### src/rtl/tdq_pkg.sv
`timescale 1ns / 1ps
// ----------------------------------------------------------------------------
// tdq_pkg
// Shared types and constants for the two-stack deque: item and result
// structs, operation codes, the memory control and read dispatch structs.
// ----------------------------------------------------------------------------
package tdq_pkg;

  // Fixed field widths of the transfer payloads
  localparam int unsigned DATA_WIDTH = 32;
  localparam int unsigned INDEX_W    = 9;
  localparam int unsigned SIZE_W     = 10;

  // Default entries per stack
  localparam int unsigned SIDE_DEPTH_DEF = 256;

  typedef enum logic [1:0] {
    OP_PUSH_FRONT = 2'd0,
    OP_PUSH_BACK  = 2'd1,
    OP_READ_AT    = 2'd2,
    OP_WRITE_AT   = 2'd3
  } op_e;

  typedef struct packed {
    op_e                   op;
    logic [DATA_WIDTH-1:0] value;
    logic [INDEX_W-1:0]    index;
  } item_t;

  typedef struct packed {
    logic [DATA_WIDTH-1:0] read_value;
    logic                  error;
    logic [SIZE_W-1:0]     size;
    logic                  empty_res;
    logic [DATA_WIDTH-1:0] front_value;
    logic [DATA_WIDTH-1:0] back_value;
  } result_t;

  // Per-memory access strobes
  typedef struct packed {
    logic we;
    logic re;
  } mem_ctl_t;

  // Read dispatch info from the address map to the handshake logic
  typedef struct packed {
    logic rd_hit;
    logic rd_back;
  } rd_ctl_t;

endpackage

### src/rtl/tdq_core.sv
`timescale 1ns / 1ps
// ----------------------------------------------------------------------------
// tdq_core
// Stack counters, end-element shadow registers and logical index mapping.
// Drives the two stack memories and builds the status part of a result.
// ----------------------------------------------------------------------------
module tdq_core #(
  parameter int unsigned SIDE_DEPTH = tdq_pkg::SIDE_DEPTH_DEF
) (
  input  logic                                clk_i,
  input  logic                                rst_ni,
  input  logic                                acc_i,
  input  tdq_pkg::item_t                      item_i,
  output tdq_pkg::mem_ctl_t                   f_ctl_o,
  output logic [$clog2(SIDE_DEPTH)-1:0]       f_addr_o,
  output tdq_pkg::mem_ctl_t                   b_ctl_o,
  output logic [$clog2(SIDE_DEPTH)-1:0]       b_addr_o,
  output tdq_pkg::rd_ctl_t                    rd_ctl_o,
  output tdq_pkg::result_t                    status_o
);
  import tdq_pkg::*;

  localparam int unsigned AW = $clog2(SIDE_DEPTH);
  localparam int unsigned CW = $clog2(SIDE_DEPTH + 1);
  localparam int unsigned SW = CW + 1;
  localparam int unsigned PW = (SW > INDEX_W) ? SW : INDEX_W;

  logic [CW-1:0]         fc_q, fc_d, bc_q, bc_d;
  logic [DATA_WIDTH-1:0] ftop_q, ftop_d, fbot_q, fbot_d;
  logic [DATA_WIDTH-1:0] btop_q, btop_d, bbot_q, bbot_d;
  logic [PW-1:0]         pos, fc_x, bc_x, tot_x, f_off, b_off;
  logic [SW-1:0]         tot_d;
  logic                  hit, in_front, f_full, b_full, err;

  // Logical index to stack entry
  always_comb begin
    pos      = PW'(item_i.index);
    fc_x     = PW'(fc_q);
    bc_x     = PW'(bc_q);
    tot_x    = fc_x + bc_x;
    hit      = pos < tot_x;
    in_front = pos < fc_x;
    f_off    = fc_x - pos - PW'(1);
    b_off    = pos - fc_x;
    f_full   = fc_q == CW'(SIDE_DEPTH);
    b_full   = bc_q == CW'(SIDE_DEPTH);
  end

  // Operation decode and next state
  always_comb begin
    fc_d     = fc_q;
    bc_d     = bc_q;
    ftop_d   = ftop_q;
    fbot_d   = fbot_q;
    btop_d   = btop_q;
    bbot_d   = bbot_q;
    f_ctl_o  = '0;
    b_ctl_o  = '0;
    f_addr_o = f_off[AW-1:0];
    b_addr_o = b_off[AW-1:0];
    rd_ctl_o = '0;
    err      = 1'b0;
    if (acc_i) begin
      unique case (item_i.op)
        OP_PUSH_FRONT: begin
          if (f_full) begin
            err = 1'b1;
          end else begin
            f_ctl_o.we = 1'b1;
            f_addr_o   = fc_q[AW-1:0];
            fc_d       = fc_q + CW'(1);
            ftop_d     = item_i.value;
            if (fc_q == '0) begin
              fbot_d = item_i.value;
            end
          end
        end
        OP_PUSH_BACK: begin
          if (b_full) begin
            err = 1'b1;
          end else begin
            b_ctl_o.we = 1'b1;
            b_addr_o   = bc_q[AW-1:0];
            bc_d       = bc_q + CW'(1);
            btop_d     = item_i.value;
            if (bc_q == '0) begin
              bbot_d = item_i.value;
            end
          end
        end
        OP_READ_AT: begin
          if (!hit) begin
            err = 1'b1;
          end else begin
            rd_ctl_o.rd_hit  = 1'b1;
            rd_ctl_o.rd_back = !in_front;
            f_ctl_o.re       = in_front;
            b_ctl_o.re       = !in_front;
          end
        end
        OP_WRITE_AT: begin
          if (!hit) begin
            err = 1'b1;
          end else if (in_front) begin
            // Keep the end shadows coherent with the stored entry
            f_ctl_o.we = 1'b1;
            if (f_off == fc_x - PW'(1)) ftop_d = item_i.value;
            if (f_off == '0)            fbot_d = item_i.value;
          end else begin
            b_ctl_o.we = 1'b1;
            if (b_off == bc_x - PW'(1)) btop_d = item_i.value;
            if (b_off == '0)            bbot_d = item_i.value;
          end
        end
        default: err = 1'b0;
      endcase
    end
  end

  // Status after the step
  always_comb begin
    tot_d                = SW'(fc_d) + SW'(bc_d);
    status_o.read_value  = '0;
    status_o.error       = err;
    status_o.size        = SIZE_W'(tot_d);
    status_o.empty_res   = tot_d == '0;
    status_o.front_value = '0;
    status_o.back_value  = '0;
    if (tot_d != '0) begin
      status_o.front_value = (fc_d != '0) ? ftop_d : bbot_d;
      status_o.back_value  = (bc_d != '0) ? btop_d : fbot_d;
    end
  end

  // Counters
  always_ff @(posedge clk_i or negedge rst_ni) begin
    if (!rst_ni) begin
      fc_q <= '0;
      bc_q <= '0;
    end else begin
      fc_q <= fc_d;
      bc_q <= bc_d;
    end
  end

  // End-element shadows, only read while the matching count is nonzero
  always_ff @(posedge clk_i) begin
    ftop_q <= ftop_d;
    fbot_q <= fbot_d;
    btop_q <= btop_d;
    bbot_q <= bbot_d;
  end

endmodule

### config.mk
export PLATFORM = sky130hd
export DESIGN_NAME = tdq_core
export DESIGN_NICKNAME = d
export VERILOG_FILES = /design/src/rtl/tdq_pkg.sv /design/src/rtl/tdq_core.sv
export SDC_FILE = /design/constraint.sdc
export NUM_CORES = 1
export LEC_CHECK = 0
export BUFFER_PORTS_ARGS = -buffer_cell sky130_fd_sc_hd__buf_2
export CAP_MARGIN = 15
export CELL_PAD_IN_SITES_DETAIL_PLACEMENT = 0
export CELL_PAD_IN_SITES_GLOBAL_PLACEMENT = 1
export CORE_ASPECT_RATIO = 0.6
export CORE_MARGIN = 2
export CORE_UTILIZATION = 30
export DETAILED_ROUTE_END_ITERATION = 8
export GPL_TIMING_DRIVEN = 0
export MAX_ROUTING_LAYER = met4
export PLACE_DENSITY = 0.58
export SETUP_SLACK_MARGIN = 0.2
export SYNTH_ARGS = -nofsm -noshare
export SYNTH_HDL_FRONTEND = slang
export SYNTH_SLANG_ARGS = --single-unit
### constraint.sdc
create_clock -name clk_i -period 6 [get_ports clk_i]
set_clock_uncertainty 0.2 [all_clocks]
set_input_delay 0.6 -clock clk_i [delete_from_list [all_inputs] [get_ports clk_i]]
set_output_delay 0.6 -clock clk_i [all_outputs]
set_load 0.05 [all_outputs]
# [After elaboration in Yosys (flattened, before gate mapping)]
# Index checks and enable logic that the tools add are counted.
[op_classes] add_sub_neg=9 n_eq_ne=7 n_reduce_logical=11 n_mux=63 order_cmp=2
[op_table] operator="$mux 32" n=24
[op_table] operator="$pmux 32 s2" n=4
[op_table] operator="$mux 64" n=1
[op_table] operator="$mux 9" n=6
[op_table] operator="$mux 8" n=6
[op_table] operator="$logic_not 10->1" n=3
[op_table] operator="$add 9x9->10" n=2
[op_table] operator="$eq 10x10->1" n=2
[op_table] operator="$sub 9x1->10 const B" n=2
[op_table] operator="$sub 9x9->10" n=2
[op_table] operator="$add 9x1->9 const B" n=2
[op_table] operator="$eq 9x9->1 const B" n=2
[op_table] operator="$logic_not 9->1" n=2
[op_table] operator="$reduce_bool 9->1" n=2
[op_table] operator="$mux 1" n=14
[op_table] operator="$lt 9x10->1" n=1
[op_table] operator="$mux 2" n=5
[op_table] operator="$reduce_bool 10->1" n=1
[op_table] operator="$sub 10x1->10 const B" n=1
[op_table] operator="$lt 9x9->1" n=1
[op_table] operator="$eq 2x2->1 const B" n=2
[op_table] operator="$pmux 1 s2" n=2
[op_table] operator="$pmux 1 s3" n=1
[op_table] operator="$eq 2x1->1 const B" n=1
[op_table] operator="3 further kinds" n=3
[totals] output_inout_bits=130 in_bits=46 elab_cells=98 ff_bits=146

# [Longest topological paths before layout]
[logic_depth] word_depth=10 depth_mapped=23

# [Least setup slack after synthesis]
# OpenSTA, ideal clock, no wires.
[synth_path] path_type="register to output" startpoint="reg fc_q[0]" endpoint="out status_o[54] (netlist bit)" setup_slack_ps=-900 arrival_time_ps=6100 stages_incl_launch_ff=19 path_cell_list="dfrtp_1 > clkbuf_1 > inv_1 > ha_1 > a41oi_1 > clkbuf_1 > nor2_1 > a21o_1 > ha_1 > a21o_1 > a21oi_1 > nand2b_1 > a21boi_0 > or4_1 > o311ai_0 > o21ai_0 > nor4_1 > clkbuf_1 > a211oi_1"
[synth_rtl] item="from (decl)" line_no="tdq_core.sv:28" rtl="logic [CW-1:0] fc_q, fc_d, bc_q, bc_d;"
[synth_rtl] item="from (signal assigned)" line_no="tdq_core.sv:138" rtl="fc_q <= '0;"
[synth_rtl] item="from (signal assigned)" line_no="tdq_core.sv:141" rtl="fc_q <= fc_d;"
[synth_rtl] item="to (decl)" line_no="tdq_core.sv:19" rtl="output tdq_pkg::result_t status_o"

==> results.py <==
metrics = {
    "floorplan": {
        "start_util": 0.307,
        "die_w_um": 259,
        "row_count": 55,
        "die_h_um": 157,
        "dieArea_um2": 40600,
        "core_um2": 38100,
        "io_pins": 176,
    },
    "global_routing": {
        "grt_pass1_wl_um": 73300,
        "grt_util_all_layers": 0.246,
        "grt_start_max_net_pins": 19,
        "grt_pass1_vias": 11600,
        "antenna_found_initial": 0,
        "grt_overflow_total": 0,
    },
    "worst_setup_path": {
        "cp_num_buf_inv": 6,
        "slowest_stage": "dfrtp_2",
        "crit_family": "compound AO/OA/AOI/OAI gates",
        "rr_startpoint": "fc_q[0]",
        "endpoint_kind": "output pin",
        "cp_max_fo": 8,
        "slowest_delay_ps": 460,
        "worstSetupPathType": "flip-flop to output pin",
        "r2r-end": "fbot_q[11]",
        "critPathLaunchType": "flip-flop",
        "r2r_slack_ps": 890,
        "crit_arrival_ps": 5130,
        "critPathRequiredTime_ps": 5200,
        "reg2reg_depth": 26,
    },
    "synthesis": {
        "ys.flop_type": "dfxtp_1",
        "ys_ff_latch": 146,
        "synth_top_area_share": 0.219,
        "synthCells": 1461,
        "synth-async-reset-ratio": 0.123,
        "synth_warnings": 0,
        "synth_edf_count": 0,
        "yosysUniqueCellTypes": 71,
        "syn_avg_cell_area_um2": 8.01,
        "yosysTopAreaCell": "dfxtp_1",
        "netlist_area_um2": 11700,
        "synth_area_leaders": "dfxtp_1, a221oi_1, a22o_1",
        "synth_seq_area_share": 0.258,
    },
    "status": {
        "status": "finished, final reports clean",
    },
    "placed_design": {
        "dp_hpwl_um": 35800,
        "io_buffers": 112,
        "gp_congestion": 0.874,
        "dp.cells": 2123,
    },
    "clock_tree": {
        "cts_sinks": 146,
        "htreeDepth": 4,
        "cts_tree": "done",
        "cts_root_buf": "clkbuf_16",
        "clock_latency_ps": 440,
        "path_clk_slew_ps": 60,
        "cts_buffer_depth": 2,
        "cts_buffers": 17,
    },
    "timing": {
        "drv_slew": 0,
        "finalCriticalPeriod_ps": 5930,
        "whs_ps": 280,
        "worst_pin_slew_ps": 1170,
        "fin_crit_sh": 0.988,
        "finalHoldViolCount": 0,
        "max_freq_mhz": 169,
        "rsz0062_at_grt": "true",
        "slew-limit-headroom": 0.219,
        "setup_viol": 0,
    },
    "route": {
        "wirelength_um": 49300,
        "final_antenna_net_count": 0,
        "vias": 12200,
        "drtIter0Drc": 997,
        "avgViaCountPerCell": 5.45,
        "wl_per_cell_um": 22.1,
        "first_pass_iters": 5,
        "route.detailed.drc": 0,
    },
    "hold_path": {
        "holdPathStages": 2,
        "min_to": "bbot_q[30]",
        "hp-class": "input port to flip-flop",
        "worst_hold_startpoint": "item_i[39]",
    },
    "pwr": {
        "cellLeakagePower_nw": 7.17,
        "powerDensity_nw_per_um2": 439,
        "peakVddDrop_mv": 0.396,
    },
    "finish": {
        "drive_gt1_frac": 0.323,
        "stdcell_count": 2235,
        "n_antenna_cell": 0,
        "final_core_util": 0.457,
        "area_growth_pct": 48.8,
        "final_nets": 1814,
    },
    "run": {
        "drv_cap": 0,
    },
}
-- layer usage --
layer / vias to the layer above / track usage / routed length, um
met1: 6036 / 0.378 / 26000
met4: 0 / 0.0462 / 505
li1: 5736 / - / -
met2: 383 / 0.326 / 19600
met5: - / - / 0
met3: 34 / 0.0461 / 3190
-- final cells by class --
| class | instances | area, um^2 |
|---|---|---|
| multi-input combinational | 1056 | 9490 |
| inverter | 105 | 402 |
| buffer | 185 | 1280 |
| sequential | 146 | 3020 |
| timing repair buffer | 199 | 1950 |
| tap | 513 | 642 |
| fill | 3709 | 20700 |
| clock buffer | 18 | 429 |
| clock inverter | 13 | 183 |
-- cells in the mapped netlist (3+ instances only) --
cell        n
o211ai_1    5
nor2_1     29
dfrtp_1    18
nand2b_1    7
nand2_1   167
nand3b_1    4
nor2_2     30
or4_1       4
nor2b_1     7
mux2_2      7
a211oi_1   69
buf_4      38
nand3_1    46
and3_1     37
mux2i_1    67
and2_1      6
a221oi_1   95
xnor2_1    51
clkbuf_1   93
nand4_1     9
buf_2      16
or2_2       3
o21ai_0    58
a21boi_0    6
a21o_1     12
buf_1      33
nor4_1      7
o22ai_1     3
fa_1        4
nor3b_1     4
a21oi_1    59
nor3_1     19
inv_1     105
dfxtp_1   128
buf_6       4
or3_1       3
ha_1       54
xor2_1     14
a22o_1     95
xnor3_1     7
-- flip-flops by register name (all words and copies together) (netlist names) --
name / count
bbot_q: 32
fc_q: 9
bc_q: 9
ftop_q: 32
fbot_q: 32
btop_q: 32
-- per-stage QoR --
step	cell area (um^2)	setup WS (ps)	TNS [ps]	power, mW
after floorplan	12500	122	0	4.68
after global placement	13800	-2140	-130120	5.61
after detailed placement	13800	-1480	-83950	5.63
after CTS	16900	104	0	7.51
after global routing	17400	-152	-5190	8.01
final	17400	74.0	0	7.63
-- power by group --
part	switching [mW]	internal, mW
Combinational	3.13	1.94
Sequential	0.214	1.17
Clock	0.476	0.695
Total	3.83	3.81
-- placed cells by master (no fill, tap or decap), drive strengths merged, types with 8 or more instances in the layout --
master	count
a221oi	96
nand4	9
and3	37
ha	54
xnor2	51
o21ai	59
dfxtp	128
xor2	14
mux2i	67
nor4	8
inv	106
conb	32
a21o	12
clkbuf	119
a21oi	60
a22o	95
dfrtp	18
nor3	20
buf	282
a211oi	70
nor2	59
nand2	168
nand3	46
-- worst max-delay path by stage --
| stage | depth (start not counted) | to | from | slack [ps] |
|---|---|---|---|---|
| after detailed placement | 22 | status_o[30] | fc_q[0] | -1480 |
| after CTS | 23 | status_o[30] | bc_q[0] | 100 |
| after global routing | 26 | status_o[0] | bc_q[0] | -150 |
| after global placement | 21 | status_o[30] | fc_q[0] | -2140 |
| after floorplan | 20 | status_o[24] | fc_q[0] | 120 |
| final | 26 | status_o[0] | fc_q[0] | 70 |
-- cell families (layout without fill, tap and decap cells) --
group,count (synthesis),count (layout),synth area share
AOI/OAI and AO/OA,427,427,0.275
other,1,32,0.000321
muxes,74,74,0.0641
DFF,146,146,0.258
buffers and inverters,290,520,0.110
xor gates and xnor gates,72,72,0.0621
adders and majority gates,58,58,0.0646
and+or+nand+nor,393,393,0.166
-- repair_timing --
action | in CTS | in global routing
hold buffers | 1 | 0
endpoints found under the hold margin | 18 | 0
cloned | 10 | 4
buffers inserted | 51 | 11
setup endpoints to repair | 102 | 65
pin swaps | 84 | 41
gates resized for setup | 368 | 59
(Power assumes the default switching activity.)
